File: src/rtl/sc2a_pkg.sv
package sc2a_pkg;

	localparam int unsigned CodeW  = 8;
	localparam int unsigned AsciiW = 7;
	localparam int unsigned MapIdxW = 6;
	localparam int unsigned MapDepth = 58;

	localparam logic [CodeW-1:0]  CODE_LSHIFT_MAKE  = 8'h2a;
	localparam logic [CodeW-1:0]  CODE_LSHIFT_BREAK = 8'haa;
	localparam logic [CodeW-1:0]  CODE_RSHIFT_MAKE  = 8'h36;
	localparam logic [CodeW-1:0]  CODE_RSHIFT_BREAK = 8'hb6;
	localparam logic [CodeW-1:0]  CODE_LCTRL_MAKE   = 8'h1d;
	localparam logic [CodeW-1:0]  CODE_LCTRL_BREAK  = 8'h9d;
	localparam logic [CodeW-1:0]  CODE_EXT_PREFIX   = 8'he0;
	localparam logic [AsciiW-1:0] LAST_MAPPED_CODE  = 7'h39;

	// indexed by the low seven bits of a make or break code
	localparam logic [AsciiW-1:0] PLAIN_MAP [MapDepth] = '{
		7'h00, 7'h00, 7'h31, 7'h32, 7'h33, 7'h34, 7'h35, 7'h36, 7'h37, 7'h38,
		7'h39, 7'h30, 7'h2d, 7'h3d, 7'h08, 7'h09, 7'h71, 7'h77, 7'h65, 7'h72,
		7'h74, 7'h79, 7'h75, 7'h69, 7'h6f, 7'h70, 7'h5b, 7'h5d, 7'h0d, 7'h00,
		7'h61, 7'h73, 7'h64, 7'h66, 7'h67, 7'h68, 7'h6a, 7'h6b, 7'h6c, 7'h3b,
		7'h27, 7'h60, 7'h00, 7'h5c, 7'h7a, 7'h78, 7'h63, 7'h76, 7'h62, 7'h6e,
		7'h6d, 7'h2c, 7'h2e, 7'h2f, 7'h00, 7'h00, 7'h00, 7'h20
	};

	localparam logic [AsciiW-1:0] UPPER_MAP [MapDepth] = '{
		7'h00, 7'h00, 7'h21, 7'h40, 7'h23, 7'h24, 7'h25, 7'h5e, 7'h26, 7'h2a,
		7'h28, 7'h29, 7'h5f, 7'h2b, 7'h08, 7'h09, 7'h51, 7'h57, 7'h45, 7'h52,
		7'h54, 7'h59, 7'h55, 7'h49, 7'h4f, 7'h50, 7'h7b, 7'h7d, 7'h0d, 7'h00,
		7'h41, 7'h53, 7'h44, 7'h46, 7'h47, 7'h48, 7'h4a, 7'h4b, 7'h4c, 7'h3a,
		7'h22, 7'h7e, 7'h00, 7'h7c, 7'h5a, 7'h58, 7'h43, 7'h56, 7'h42, 7'h4e,
		7'h4d, 7'h3c, 7'h3e, 7'h3f, 7'h00, 7'h00, 7'h00, 7'h20
	};

	typedef struct packed {
		logic [CodeW-1:0] scan_byte;
	} in_beat_t;

	typedef struct packed {
		logic [CodeW-1:0]  scan_echo;
		logic [AsciiW-1:0] ascii_key;
		logic [AsciiW-1:0] pressed_key;
		logic              is_press;
		logic              shift_active;
		logic              ctrl_active;
		logic              escape_prefix;
	} out_beat_t;

	typedef struct packed {
		logic shift;
		logic ctrl;
	} mod_flags_t;

endpackage

File: src/rtl/sc2a_xlate.sv
module sc2a_xlate (
	input  logic [sc2a_pkg::CodeW-1:0]  scan_byte,
	input  sc2a_pkg::mod_flags_t        flags,
	output sc2a_pkg::out_beat_t         result
);
	logic [sc2a_pkg::AsciiW-1:0]  low_code;
	logic [sc2a_pkg::MapIdxW-1:0] map_idx;
	logic [sc2a_pkg::AsciiW-1:0]  key;
	logic                         press;

	assign low_code = scan_byte[sc2a_pkg::AsciiW-1:0];
	assign map_idx  = low_code[sc2a_pkg::MapIdxW-1:0];
	assign press    = ~scan_byte[sc2a_pkg::CodeW-1];

	always_comb begin
		if (low_code > sc2a_pkg::LAST_MAPPED_CODE) begin
			key = '0;
		end else if (flags.shift) begin
			key = sc2a_pkg::UPPER_MAP[map_idx];
		end else begin
			key = sc2a_pkg::PLAIN_MAP[map_idx];
		end
	end

	assign result.scan_echo     = scan_byte;
	assign result.ascii_key     = key;
	assign result.pressed_key   = press ? key : '0;
	assign result.is_press      = press;
	assign result.shift_active  = flags.shift;
	assign result.ctrl_active   = flags.ctrl;
	assign result.escape_prefix = (scan_byte == sc2a_pkg::CODE_EXT_PREFIX);
endmodule

File: config.mk
export PLATFORM = sky130hd
export DESIGN_NAME = sc2a_xlate
export DESIGN_NICKNAME = d
export VERILOG_FILES = /design/src/rtl/sc2a_pkg.sv /design/src/rtl/sc2a_xlate.sv
export SDC_FILE = /design/constraint.sdc
export NUM_CORES = 1
export LEC_CHECK = 0
export ABC_AREA = 1
export BUFFER_PORTS_ARGS = -buffer_cell sky130_fd_sc_hd__buf_2
export CAP_MARGIN = 20
export CORE_MARGIN = 2
export CORE_UTILIZATION = 60
export DETAILED_ROUTE_END_ITERATION = 6
export GPL_ROUTABILITY_DRIVEN = 0
export PLACE_DENSITY = 0.95
export SLEW_MARGIN = 5
export SYNTH_ARGS = -nofsm -noshare
export SYNTH_HDL_FRONTEND = slang
export SYNTH_SLANG_ARGS = --single-unit
File: constraint.sdc
create_clock -name vclk -period 2.5
set_input_delay 0.5 -clock vclk [all_inputs]
set_output_delay 0.5 -clock vclk [all_outputs]
set_load 0.02 [all_outputs]
# After elaboration in Yosys (flattened, before gate mapping)
# Memories as Yosys holds them, arrays and structs flattened.
# Cells that the tools add are included.
[totals]
register_bits = 0
romBits = 896
output_inout_bits = 26
word_cells = 14
mem_count = 2
[classes]
order_cmp = 2
eq_ne = 1
muxes = 7
n_bitwise = 2
[memory_table]
columns = ["name", "words", "width", "rd", "rd_clocked_by_memory_dff", "write_ports", "line", "rtl"]
rows = [
  ["(no name shown)", 64, 7, 1, 0, 0, "sc2a_xlate.sv:21", "key = sc2a_pkg::PLAIN_MAP[map_idx];"],
  ["(no name shown)", 64, 7, 1, 0, 0, "sc2a_xlate.sv:19", "key = sc2a_pkg::UPPER_MAP[map_idx];"],
]
[ops]
columns = ["cell", "n"]
rows = [
  ["7-bit two-way mux", 7],
  ["8-bit == test, second input constant", 1],
  ["7-bit >= comparator, second input constant", 1],
  ["7-bit by 6-bit greater-than comparator with 1-bit output, second input constant", 1],
  ["6-bit NOT with 7-bit output", 1],
  ["1-bit NOT", 1],
]

# Logic depth before layout (Yosys ltp)
[depth]
ltp_word = 7
ltp_mapped = 12
depth_no_buf = 12

# Worst setup path before layout
# Ideal clock, no wire load.
[synth_timing]
path_type = "input port to output port"
from = "input port scan_byte[1] (netlist name)"
to = "output port result[4] (netlist name)"
arrival_time_ps = 1733
required_ps = 2000
setup_slack_ps = 267
stages = 12
n_path_buf = 0
path_cell_list = "inv_1 > ha_1 > inv_1 > nand2_1 > nor2_1 > nor2_1 > nand3_1 > nand2_1 > nand2_1 > nand3_1 > nand2_1 > nor2_1"
[synth_lines]
columns = ["item", "line", "rtl"]
rows = [
  ["start, declared", "sc2a_xlate.sv:2", "input logic [sc2a_pkg::CodeW-1:0] scan_byte,"],
  ["end, declared", "sc2a_xlate.sv:4", "output sc2a_pkg::out_beat_t result"],
]

==> report_table.html <==
<table>
<tr><th>Metric</th><th>Value</th></tr>
<tr><th colspan="2">Outcome</th></tr>
<tr><td>Run status</td><td>complete, no violations</td></tr>
<tr><th colspan="2">Synth</th></tr>
<tr><td>Net count after synthesis</td><td>between 200 and 300</td></tr>
<tr><td>Warnings, synthesis</td><td>0</td></tr>
<tr><td>Average cell area after synthesis</td><td>~5.2 sq um</td></tr>
<tr><td>Synth Cell Area</td><td>1290 sq um</td></tr>
<tr><td>Proportion of synthesized chip area in sequential cells</td><td>0%</td></tr>
<tr><td>Post-synth cell types</td><td>25</td></tr>
<tr><td>Synth area leaders</td><td>sky130_fd_sc_hd__nand2_1, sky130_fd_sc_hd__nand3_1, sky130_fd_sc_hd__ha_1, sky130_fd_sc_hd__nor2_1, sky130_fd_sc_hd__buf_4</td></tr>
<tr><td>Yosys top cell area share</td><td>between 20 and 25%</td></tr>
<tr><td>Cell count after synthesis</td><td>249</td></tr>
<tr><td>Cell accounting for the most synthesized area</td><td>sky130_fd_sc_hd__nand2_1</td></tr>
<tr><th colspan="2">Floorplan</th></tr>
<tr><td>Site row count</td><td>16</td></tr>
<tr><td>Total die area</td><td>2540 sq um</td></tr>
<tr><td>Floorplan core area</td><td>2000 sq um</td></tr>
<tr><td>Width of the chip</td><td>50.4 um</td></tr>
<tr><td>Starting Density</td><td>between 60% and 70%</td></tr>
<tr><td>Count of pins on the block boundary</td><td>36</td></tr>
<tr><td>Die outline height</td><td>a little over 50 um</td></tr>
<tr><th colspan="2">Place</th></tr>
<tr><td>Cell area after placement</td><td>1390 sq um</td></tr>
<tr><td>HPWL Detailed</td><td>3.07 mm</td></tr>
<tr><td>Pre-CTS setup slack</td><td>-62.4 ps</td></tr>
<tr><td>I/O Buffers</td><td>34</td></tr>
<tr><th colspan="2">Hold path</th></tr>
<tr><td>Worst hold stages</td><td>0</td></tr>
<tr><td>HP Class</td><td>primary input to output port</td></tr>
<tr><th colspan="2">Global routing</th></tr>
<tr><td>Total routing resource utilization after global routing</td><td>31.3%</td></tr>
<tr><td>Global-route layer with the greatest usage</td><td>met2</td></tr>
<tr><td>Via count of the first global-routing pass</td><td>1504</td></tr>
<tr><td>Global-route wire length before repair</td><td>6.39 mm</td></tr>
<tr><td>Number of antenna violations at the first check in global routing</td><td>0</td></tr>
<tr><td>Met2 Usage GRT</td><td>between 50 and 60%</td></tr>
<tr><td>Met1 usage</td><td>41.9%</td></tr>
<tr><td>Met3 routing resource usage after global routing</td><td>2.38%</td></tr>
<tr><td>GR Overflow Total</td><td>0</td></tr>
<tr><td>Largest net degree at the start of global routing</td><td>22</td></tr>
<tr><th colspan="2">Critical path</th></tr>
<tr><td>Type of destination of the critical path</td><td>output port</td></tr>
<tr><td>Bufs and invs on worst path</td><td>4</td></tr>
<tr><td>Cell chain of the critical path</td><td>buf_4 -&gt; inv_4 -&gt; ha_4 -&gt; inv_1 -&gt; a21oi_1 -&gt; o21ai_0 -&gt; nand2_1 -&gt; nand3_1 -&gt; nor2_2 -&gt; nor3_2 -&gt; buf_2</td></tr>
<tr><td>Worst-path fanout max</td><td>10</td></tr>
<tr><td>Crit. path cell count</td><td>11</td></tr>
<tr><td>Category of the most critical setup path</td><td>primary input to output port</td></tr>
<tr><td>Required arrival time at the worst endpoint</td><td>2000 ps</td></tr>
<tr><td>Slowest cell delay on critical path</td><td>~290 ps</td></tr>
<tr><td>CP Launch Point</td><td>scan_byte[0]</td></tr>
<tr><td>Critical path launch point type</td><td>primary input</td></tr>
<tr><td>Destination of the critical timing path</td><td>result[5]</td></tr>
<tr><td>Worst path arrival time</td><td>1980 ps</td></tr>
<tr><td>Slowest cell on crit path</td><td>sky130_fd_sc_hd__ha_4</td></tr>
<tr><td>Kind of cell with the highest combined delay on the critical path</td><td>buffers and inverters</td></tr>
<tr><th colspan="2">Flow run</th></tr>
<tr><td>Number of maximum-capacitance constraint violations</td><td>0</td></tr>
<tr><th colspan="2">Layout</th></tr>
<tr><td>Area growth, synth to finish</td><td>12.1%</td></tr>
<tr><td>Commonest non-fill, non-tap cell in the layout</td><td>sky130_fd_sc_hd__nand2_1</td></tr>
<tr><td>Fraction of layout instances using a drive strength above 1</td><td>between 20% and 30%</td></tr>
<tr><td>FILL cells</td><td>181</td></tr>
<tr><td>Storage element area</td><td>0 sq um</td></tr>
<tr><td>Seq_cells</td><td>0</td></tr>
<tr><td>Count of inserted antenna diode cells</td><td>0</td></tr>
<tr><td>Fraction of the core area covered by cells at the end of the flow</td><td>72.3%</td></tr>
<tr><td>Final net count</td><td>293</td></tr>
<tr><td>Final design instance area without fill</td><td>1450 sq um</td></tr>
<tr><td>Most frequent cells in the layout</td><td>sky130_fd_sc_hd__nand2_1, sky130_fd_sc_hd__nand3_1, sky130_fd_sc_hd__buf_2</td></tr>
<tr><td># clk buffers</td><td>0</td></tr>
<tr><th colspan="2">Timing</th></tr>
<tr><td>RSZ-0062 raised after global routing</td><td>yes</td></tr>
<tr><td>Worst rel slew slack</td><td>about three quarters</td></tr>
<tr><td>Final min period</td><td>2480 ps</td></tr>
<tr><td>Final max-slew violation count</td><td>0</td></tr>
<tr><td>Final setup violation count</td><td>0</td></tr>
<tr><td>Slew @ Worst Pin</td><td>about 400 ps</td></tr>
<tr><td>Setup slack after layout</td><td>19.2 ps</td></tr>
<tr><td>Endpoints failing hold</td><td>0</td></tr>
<tr><td>Share of the cycle needed by the critical path after routing</td><td>99.2%</td></tr>
<tr><td>Final hold slack</td><td>1000 ps</td></tr>
<tr><td>Achievable clock frequency</td><td>0.403 GHz</td></tr>
<tr><th colspan="2">Drt</th></tr>
<tr><td>Remaining number of nets flagged by the antenna check after routing</td><td>0</td></tr>
<tr><td>First-pass DRT Iterations</td><td>6</td></tr>
<tr><td>Vias/cell</td><td>5.95</td></tr>
<tr><td>Wire per inst</td><td>13.9 um</td></tr>
<tr><td>Starting DRC count in detailed routing</td><td>149</td></tr>
<tr><td>Overall routed net length</td><td>between 4 and 5 mm</td></tr>
<tr><td>Via count</td><td>1761</td></tr>
<tr><td>Detailed-route DRC error count</td><td>0</td></tr>
<tr><th colspan="2">Pwr</th></tr>
<tr><td>Leak</td><td>0.824 nW</td></tr>
<tr><td>PD cells</td><td>204 nW/um^2</td></tr>
<tr><td>Peak ir drop on the vdd network</td><td>between 0.1 and 0.15 mV</td></tr>
</table>
-- cell type report --
cell class | instances | area (sq um) | share of cell area (%)
well taps | 27 | 33.8 | 2.34
repair buffers | 43 | 255 | 17.6
multi-input cells | 199 | 1050 | 72.5
inverters | 27 | 109 | 7.53
-- cell usage after synthesis, drive strengths merged --
| cell | n |
|---|---|
| nand2 | 77 |
| nand3 | 38 |
| nor2 | 30 |
| inv | 27 |
| buf | 22 |
| a21oi | 16 |
| o21ai | 15 |
| ha | 12 |
| nand4 | 4 |
| nor3 | 3 |
| clkbuf | 1 |
| nand3b | 1 |
| o22ai | 1 |
| o31ai | 1 |
| or2 | 1 |
-- per-stage QoR --
stage,total power [mW],cells,setup TNS (ps)
6_report,0.296,296,0
5_1_grt,0.320,296,-130
4_1_cts,0.274,296,0
3_5_place_dp,0.273,296,-180
3_3_place_gp,0.267,296,-64.8
2_1_floorplan,0.213,249,0
-- worst min-delay path by stage --
| stage | startpoint | endpoint | slack, ps |
|---|---|---|---|
| after floorplan | scan_byte[0] | result[18] | 1110 |
| after global placement | flags[0] | result[1] | 1000 |
| after detailed placement | flags[0] | result[1] | 1000 |
| after CTS | flags[0] | result[1] | 1000 |
| after global routing | flags[0] | result[1] | 1000 |
| final | flags[0] | result[1] | 1000 |
-- layer usage --
metal  part of all wire [%]  up-vias
met4                    2.5        0
met2                     46      150
met3                     14       26
met5                      0        -
met1                     37      746
li1                       -      839
-- where the power goes --
group	switching (mW)	internal [mW]
clock network	0	0
logic	0.197	0.0981
registers	0	0
-- cell families (layout without fill, tap and decap cells) --
group / after synthesis / after routing / share of synthesized area [%]
simple gates: 154 / 154 / 52.4
buf+inv: 50 / 70 / 21.6
compound gates: 33 / 33 / 14.4
fa+ha+maj: 12 / 12 / 11.6
-- what timing repair did --
item,in CTS,in global routing
pin swaps,0,2
hold buffers,0,0
buffers inserted,0,0
endpoints found under the setup margin,4,7
gates resized for setup,1,15
Note: power is estimated with default switching activity, not from simulation.
