## config.mk

```make
export PLATFORM = sky130hd
export DESIGN_NAME = sc2a_mod_track
export DESIGN_NICKNAME = d
export VERILOG_FILES = /design/src/rtl/sc2a_pkg.sv /design/src/rtl/sc2a_mod_track.sv
export SDC_FILE = /design/constraint.sdc
export NUM_CORES = 1
export LEC_CHECK = 0
export BUFFER_PORTS_ARGS = -buffer_cell sky130_fd_sc_hd__buf_4
export CORE_AREA = 2 2 39 41
export CTS_CLUSTER_SIZE = 24
export DETAILED_ROUTE_END_ITERATION = 8
export DIE_AREA = 0 0 41 43
export SLEW_MARGIN = 20
export SYNTH_ARGS = -nofsm -noshare
export SYNTH_HDL_FRONTEND = slang
export SYNTH_SLANG_ARGS = --single-unit
```

## constraint.sdc

```tcl
create_clock -name clk -period 3.3 [get_ports clk]
set_input_delay 0.66 -clock clk [delete_from_list [all_inputs] [get_ports clk]]
set_output_delay 0.66 -clock clk [all_outputs]
set_load 0.01 [all_outputs]
```

## src/rtl/sc2a_pkg.sv

```systemverilog
package sc2a_pkg;

	localparam int unsigned CodeW  = 8;
	localparam int unsigned AsciiW = 7;
	localparam int unsigned MapIdxW = 6;
	localparam int unsigned MapDepth = 58;

	localparam logic [CodeW-1:0]  CODE_LSHIFT_MAKE  = 8'h2a;
	localparam logic [CodeW-1:0]  CODE_LSHIFT_BREAK = 8'haa;
	localparam logic [CodeW-1:0]  CODE_RSHIFT_MAKE  = 8'h36;
	localparam logic [CodeW-1:0]  CODE_RSHIFT_BREAK = 8'hb6;
	localparam logic [CodeW-1:0]  CODE_LCTRL_MAKE   = 8'h1d;
	localparam logic [CodeW-1:0]  CODE_LCTRL_BREAK  = 8'h9d;
	localparam logic [CodeW-1:0]  CODE_EXT_PREFIX   = 8'he0;
	localparam logic [AsciiW-1:0] LAST_MAPPED_CODE  = 7'h39;

	// indexed by the low seven bits of a make or break code
	localparam logic [AsciiW-1:0] PLAIN_MAP [MapDepth] = '{
		7'h00, 7'h00, 7'h31, 7'h32, 7'h33, 7'h34, 7'h35, 7'h36, 7'h37, 7'h38,
		7'h39, 7'h30, 7'h2d, 7'h3d, 7'h08, 7'h09, 7'h71, 7'h77, 7'h65, 7'h72,
		7'h74, 7'h79, 7'h75, 7'h69, 7'h6f, 7'h70, 7'h5b, 7'h5d, 7'h0d, 7'h00,
		7'h61, 7'h73, 7'h64, 7'h66, 7'h67, 7'h68, 7'h6a, 7'h6b, 7'h6c, 7'h3b,
		7'h27, 7'h60, 7'h00, 7'h5c, 7'h7a, 7'h78, 7'h63, 7'h76, 7'h62, 7'h6e,
		7'h6d, 7'h2c, 7'h2e, 7'h2f, 7'h00, 7'h00, 7'h00, 7'h20
	};

	localparam logic [AsciiW-1:0] UPPER_MAP [MapDepth] = '{
		7'h00, 7'h00, 7'h21, 7'h40, 7'h23, 7'h24, 7'h25, 7'h5e, 7'h26, 7'h2a,
		7'h28, 7'h29, 7'h5f, 7'h2b, 7'h08, 7'h09, 7'h51, 7'h57, 7'h45, 7'h52,
		7'h54, 7'h59, 7'h55, 7'h49, 7'h4f, 7'h50, 7'h7b, 7'h7d, 7'h0d, 7'h00,
		7'h41, 7'h53, 7'h44, 7'h46, 7'h47, 7'h48, 7'h4a, 7'h4b, 7'h4c, 7'h3a,
		7'h22, 7'h7e, 7'h00, 7'h7c, 7'h5a, 7'h58, 7'h43, 7'h56, 7'h42, 7'h4e,
		7'h4d, 7'h3c, 7'h3e, 7'h3f, 7'h00, 7'h00, 7'h00, 7'h20
	};

	typedef struct packed {
		logic [CodeW-1:0] scan_byte;
	} in_beat_t;

	typedef struct packed {
		logic [CodeW-1:0]  scan_echo;
		logic [AsciiW-1:0] ascii_key;
		logic [AsciiW-1:0] pressed_key;
		logic              is_press;
		logic              shift_active;
		logic              ctrl_active;
		logic              escape_prefix;
	} out_beat_t;

	typedef struct packed {
		logic shift;
		logic ctrl;
	} mod_flags_t;

endpackage

```

## src/rtl/sc2a_mod_track.sv

```systemverilog
module sc2a_mod_track (
	input  logic                       clk,
	input  logic                       arst_n,
	input  logic                       advance,
	input  logic [sc2a_pkg::CodeW-1:0] scan_byte,
	output sc2a_pkg::mod_flags_t       flags_next
);
	logic lshift_q, rshift_q, lctrl_q;
	logic lshift_d, rshift_d, lctrl_d;

	always_comb begin
		lshift_d = lshift_q;
		rshift_d = rshift_q;
		lctrl_d  = lctrl_q;
		unique case (scan_byte)
			sc2a_pkg::CODE_LSHIFT_MAKE:  lshift_d = 1'b1;
			sc2a_pkg::CODE_LSHIFT_BREAK: lshift_d = 1'b0;
			sc2a_pkg::CODE_RSHIFT_MAKE:  rshift_d = 1'b1;
			sc2a_pkg::CODE_RSHIFT_BREAK: rshift_d = 1'b0;
			sc2a_pkg::CODE_LCTRL_MAKE:   lctrl_d  = 1'b1;
			sc2a_pkg::CODE_LCTRL_BREAK:  lctrl_d  = 1'b0;
			default: ;
		endcase
	end

	// commit only when the byte moves on to the result register
	always_ff @(posedge clk or negedge arst_n) begin
		if (!arst_n) begin
			lshift_q <= 1'b0;
			rshift_q <= 1'b0;
			lctrl_q  <= 1'b0;
		end else if (advance) begin
			lshift_q <= lshift_d;
			rshift_q <= rshift_d;
			lctrl_q  <= lctrl_d;
		end
	end

	assign flags_next.shift = lshift_d | rshift_d;
	assign flags_next.ctrl  = lctrl_d;
endmodule

```

After elaboration in Yosys (flattened, before gate mapping)

Cells that the tools add are included.

Bitwise logic cells: 1
Mux-type cells: 3
Eq/ne operators: 6

Operators with widths:

| cell                                          | count |
|---|---|
| == test 8 bit, second input constant          | 3 |
| == test 8 x 6 -> 1 bit, second input constant | 2 |
| == test 8 x 5 -> 1 bit, second input constant | 1 |
| one-hot mux 1 bit (2 select lines)            | 3 |
| OR 1 bit                                      | 1 |

Word-level logic and storage cells: 13
Register bits after elaboration: 3
Output and inout bits: 2
Input port bits: 11

Depth between registers and ports, before layout

Gate-level depths: netlist of the first run.

Depth in word-level cells: 3
Depth in mapped cells: 4

Worst setup path before layout of the first run

No wires, ideal clock.

Path type: in2out
Start: input port scan_byte[3] in the netlist's numbering
End: output port flags_next[1] in the netlist's numbering
Setup slack: 1.257 ns
Data arrival time: 1.383 ns
Path buffers: 0
Required time: 2.640 ns
Stages: 3
Path through: and4bb_1 -> o211a_1 -> a211o_1

RTL lines:

| element         | line                | text |
|---|---|---|
| start, declared | sc2a_mod_track.sv:5 | `input logic [sc2a_pkg::CodeW-1:0] scan_byte,` |
| end, declared   | sc2a_mod_track.sv:6 | `output sc2a_pkg::mod_flags_t flags_next` |

==> results of run 1 <==
[metrics by stage]
| stage | instances | instance area, um2 | total power, mW | utilization (%) | worst slack [ns] |
|---|---|---|---|---|---|
| finish | 55 | 375 | 0.132 | 27.1 | 0.987 |
| global route | 55 | 375 | 0.143 | 27.1 | 0.910 |
| CTS | 55 | 375 | 0.138 | 27.1 | 0.965 |
| detailed placement | 51 | 349 | 0.0698 | 25.2 | 0.966 |
| global placement | 51 | 349 | 0.0693 | 25.2 | 0.991 |
| floorplan | 24 | 246 | 0.0534 | - | 1.26 |
[power by group through the flow]
stage | Sequential, mW | Combinational, mW | Clock [mW]
3_5_place_dp | 0.0411 | 0.0287 | 0
5_1_grt | 0.0407 | 0.0307 | 0.0720
4_1_cts | 0.0406 | 0.0289 | 0.0682
3_3_place_gp | 0.0409 | 0.0283 | 0
2_1_floorplan | 0.0407 | 0.0127 | 0
6_report | 0.0406 | 0.0281 | 0.0634
[kinds of logic after synthesis]
group                  synth area share [%]
and+or+nand+nor                        34.0
muxes                                  18.8
AOI/OAI and AO/OA                      10.7
DFF                                    30.5
buffers and inverters                  6.09
[layer usage]
layer  global-route usage, %  share of wire, %  vias up  wire, um
li1                        -                 -      120         -
met1                    6.17                39      104       204
met2                    10.0                50        8       260
met3                    1.57                10        0        54
met4                    6.00                 0        0         0
met5                       0                 0        -         0
[registers in the layout, summed over array words and instances, names as in the netlist]
| register | cells |
|---|---|
| lctrl_q | 1 |
| lshift_q | 1 |
| rshift_q | 1 |
[placed cells by master, fill, tap and decap left out, drive strengths merged]
master	instances
mux2	2
and3b	1
inv	2
mux2i	2
clkbuf	4
a21boi	1
nand4	1
o211a	1
nand3	3
nor4b	1
nand2	1
a211o	1
buf	12
nor2	1
dfrtp	3
nor2b	1
and4bb	2
[worst max path at each step]
stage	slack, ns	startpoint	cells past startpoint	endpoint
detailed placement	0.97	scan_byte[4]	5	flags_next[1]
CTS	0.96	scan_byte[4]	5	flags_next[1]
floorplan	1.26	scan_byte[3]	3	flags_next[1]
global route	0.91	scan_byte[4]	5	flags_next[1]
finish	0.99	scan_byte[4]	5	flags_next[1]
global placement	0.99	scan_byte[4]	5	flags_next[1]
[cell type report]
type / count / area (um2) / share of cell area, %
multi-input cells: 18 / 156 / 41.7
repair buffers: 12 / 90.1 / 24.0
flip-flops and latches: 3 / 75.1 / 20.0
clock buffers: 4 / 26.3 / 7.00
well taps: 16 / 20.0 / 5.33
inverters: 2 / 7.51 / 2.00
==> flow_summary.ini, run 1 <==
[route]
routed_wl_um = 519
firstDrtPassIters = 2
drt_drc_violations_left = 0
num_vias = 232
ant_nets = 0
routedWlPerCell_um = 9.44
drt_iter0_drc = 2
via_per_inst = 4.22

[logic_synthesis]
ys_seq_area_share_pct = 30.5
synthFlopType = dfrtp_1
synth_edf_count = 0
yosysTopAreaCellShare_pct = 30.5
yosysTopAreaCell = dfrtp_1
yosysWarnings = 0
synth_area_leaders = dfrtp_1 30%, mux2i_1 8.1%, nand3_1 6.1%, mux2_4 6.1%, nor4b_2 6.1%
synth_area_per_cell_um2 = 10.3
ys_async_sr_fraction_pct = 100
ys_types = 18
syn-instance-count = 24
synth_nets = 35
syn-cell-area_um2 = 246
ys_seq_elements = 3
synth_common_cells = 3 x dfrtp_1, 3 x nand3_1, 2 x inv_1, 2 x mux2i_1

[power]
pwr-share-clk_pct = 48.0
p_comb_share_pct = 21.3
power_leakage_nw = 0.214
power_switching_share_pct = 22.7
seqPwrFrac_pct = 30.7
p_int_mw = 0.102
vdd_drop_max_mv = 0.154
power_per_cell_area_nw_per_um2 = 352
switchingPower_mw = 0.0300

[sta]
worst_hold_slack_ns = 0.209
fmax_ghz = 0.432
finalHoldViolations = 0
finalSetupViolations = 0
maxSlewHeadroom_pct = 78.9
worst_slew_pin_slew_ns = 0.316
min_period_over_period_pct = 70.1
finalMaxSlewViolations = 0
setup_tns_ns = 0
fin_crit_ns = 2.31
rsz0062_at_grt = no
clock-skew-final_ns = 0

[worst_setup_path]
required_ns = 2.64
critPathBufInv = 2
reg2regPathDepth = 1
r2r_slack_ns = 2.52
critPathLaunchType = input pin
rr_startpoint = rshift_q
critPathMaxFanout = 3
crit_top_cell = buf_4
arrival_ns = 1.65
max_stage_delay_ns = 0.36
worstSetupEndpointType = output pin
crit_chain = buf_4 -> nor4b_2 -> a21boi_0 -> a211o_1 -> buf_4
crit_family = compound AO/OA/AOI/OAI gates
rr_endpoint = rshift_q
worstSetupPathType = in -> out
crit_slowest_cell = nor4b_2

[clocking]
cts.path.max_buffers = 2
htreeDepth = 1
post_cts_buffers = 0
clkTransAtPathRegs_ns = 0.04
insertion_delay_ns = 0.23
hold_buffers = 0
clock_sinks = 3
root_buffer = clkbuf_4
cts_tree = done
cts_resized = 0
cts_buffers = 3

[placed_design]
gp_congestion = 0.622
port_buffers = 12
hpwl_um = 443

[floorplanning]
rows = 14
die_area_um2 = 1760
start_util_pct = 17.8
die_h_um = 43
die_x_um = 41
core_area_um2 = 1380
io_pins = 13

[cells_and_area]
nFillCells = 153
nets = 51
drive_gt1_share_pct = 46.2
synthToLayoutAreaGrowth_pct = 52.3
n_antenna_cell = 0

[grt]
grtUsageTotal_pct = 6.34
overflow = 0
grt_max_degree = 6
grt_pass1_wl_um = 724
first_global_vias = 226
antenna_found_initial = 0

[run]
drv_cap = 0

[outcome]
status = completed

[min_path]
min_path_type = in -> async
Note: power is estimated with default switching activity, not from simulation.
==> inputs of run 2 (changes only) <==
Settings changed: ABC_AREA set to 1.
Clock period 3.3 ns to 2.1 ns, I/O delays scaled along.
==> run 2 against run 1 <==
  * Routed wire length increased by 11%
  * Global-route usage increased by 1.3 points
  * Synthesized area increased by 19%
  * Sequential power increased by 79%
  * Critical path depth increased by 3
  * Total power increased by 92%
  * Worst setup slack got worse by 0.44 ns
  * Die area unchanged
  * First-iteration DRC count increased to 5.0 times the previous value
  * Cell count increased by 58%
  * Clock-buffer cell count unchanged
  * Critical path type unchanged
  * Largest cell class unchanged
==> flow_summary.ini, run 2 <==
[placed_design]
preCtsSetupSlack_ns = 0.535
hpwl_um = 504
gp_congestion = 0.664
port_buffers = 12

[worst_setup_path]
arrival_ns = 1.14
critPathMaxFanout = 2
required_ns = 1.68
rr_startpoint = lshift_q
worstSetupEndpointType = output pin
crit_path_start = scan_byte[0]
r2r_slack_ns = 1.39
cp-endpoint = flags_next[1]
worstSetupPathType = in -> out
rr_endpoint = lshift_q
critPathLaunchType = input pin
reg2regPathDepth = 4

[route]
firstDrtPassIters = 5
via_per_inst = 3.76
wl_met3_um = 36
routedWlPerCell_um = 6.63
dr.max_layer_used = met4
ant_nets = 0
wl_met2_um = 293
drt_drc_violations_left = 0
routed_wl_um = 577
num_vias = 327
drt_iter0_drc = 10
wl_met1_um = 244

[logic_synthesis]
yosysTopAreaCellShare_pct = 28.1
synth_common_cells = 22 x nand2_1, 13 x inv_1, 6 x nand3_1
yosysTopAreaCell = nand2_1
ys_seq_area_share_pct = 25.5
synth_nets = 66
synth_area_per_cell_um2 = 5.35
synth_edf_count = 0
syn-cell-area_um2 = 294
ys_seq_elements = 3
ys_async_sr_fraction_pct = 100
synthFlopType = dfrtp_1
syn-instance-count = 55
ys_types = 9
yosysWarnings = 0
synth_most_common_cell = nand2_1
synth_area_leaders = nand2_1 28%, dfrtp_1 26%, inv_1 17%, nand3_1 10%, nor2_2 6.4%

[cells_and_area]
final_common_cell = nand2_1
regArea_um2 = 75.1
multiInputGateArea_um2 = 159
layout_common_cells = 22 x nand2_1, 13 x inv_1, 12 x buf_4, 6 x nand3_1, 4 x nor2_1
n_antenna_cell = 0
nets = 83
nFillCells = 159
synthToLayoutAreaGrowth_pct = 47.2
largestRegisters = lctrl_q x1, lshift_q x1, rshift_q x1
drive_gt1_share_pct = 29.6

[floorplanning]
io_pins = 13
die_x_um = 41
start_util_pct = 21.2
die_h_um = 43
die_area_um2 = 1760
rows = 14
core_area_um2 = 1380

[run]
drv_cap = 0

[clocking]
cts_buffers = 3
htreeDepth = 1
clkTransAtPathRegs_ns = 0.03
clock_sinks = 3
insertion_delay_ns = 0.23
root_buffer = clkbuf_4
cts_tree = done
cts.path.max_buffers = 2

[grt]
first_global_vias = 298
overflow = 0
grt_pass1_wl_um = 917
grtUsageTotal_pct = 7.65
antenna_found_initial = 0
grt_max_degree = 5

[power]
vdd_drop_max_mv = 0.249
power_leakage_nw = 0.271
power_per_cell_area_nw_per_um2 = 585

[sta]
setup_tns_ns = 0
min_period_over_period_pct = 74.2
finalSetupViolations = 0
fin_ws_ns = 0.542
maxSlewHeadroom_pct = 91.6
rsz0062_at_grt = no
fmax_ghz = 0.642
finalMaxSlewViolations = 0
worst_slew_pin_slew_ns = 0.125
clock-skew-final_ns = 0
worst_hold_slack_ns = 0.454
finalHoldViolations = 0
fin_crit_ns = 1.56

[min_path]
min_path_type = in -> reg

[outcome]
status = completed
[run 2: cell type report]
| class | count | area share (%) |
|---|---|---|
| Clock buffer | 4 | 6.07 |
| Sequential cell | 3 | 17.3 |
| Tap cell | 16 | 4.62 |
| Inverter | 14 | 12.1 |
| Timing Repair Buffer | 13 | 23.1 |
| Multi-Input combinational cell | 37 | 36.7 |
[run 2: critical path: stages]
cell     delay [ns]
buf_4          0.11
inv_1          0.04
nand2_1        0.06
nor2_1         0.14
nand3_1        0.11
nand2_1        0.08
nand2_1        0.05
buf_4          0.13
[run 2: worst min-delay path by stage]
| stage | startpoint | to | cells after the start |
|---|---|---|---|
| 6_report | advance | lctrl_q | 3 |
| 5_1_grt | advance | lctrl_q | 3 |
| 4_1_cts | advance | rshift_q | 3 |
| 3_5_place_dp | arst_n | rshift_q | 1 |
| 3_3_place_gp | arst_n | lctrl_q | 1 |
| 2_1_floorplan | arst_n | lctrl_q | 0 |
[run 2: layer usage]
metal	vias up	GRT usage, %
met5	-	0
met4	0	8.00
met3	2	0
met2	7	12.5
met1	129	7.79
li1	189	-
[run 2: logic make-up (layout without fill, tap and decap cells)]
group | after synthesis | in the layout | synth area share, %
buf+inv | 15 | 31 | 20.4
simple gates | 37 | 37 | 54.0
flops | 3 | 3 | 25.5
[run 2: report_power, final]
group / internal [mW] / total, mW / switching, mW
clock network: 0.0711 / 0.0986 / 0.0275
logic: 0.0409 / 0.0821 / 0.0412
registers: 0.0683 / 0.0728 / 0.00445
[run 2: metrics by stage]
step	power, mW	util (%)	std cells	cell area [um2]
after floorplan	0.122	-	55	294
after global placement	0.155	28.7	82	397
after detailed placement	0.156	28.7	82	397
after CTS	0.263	31.3	87	433
after global routing	0.273	31.3	87	433
final	0.253	31.3	87	433
[run 2: what timing repair did]
| item | 4_1_cts | 5_1_grt |
|---|---|---|
| hold endpoints to repair | 3 | 0 |
| gates resized for setup | 0 | 0 |
| setup buffers | 0 | 0 |
| hold buffers | 1 | 0 |
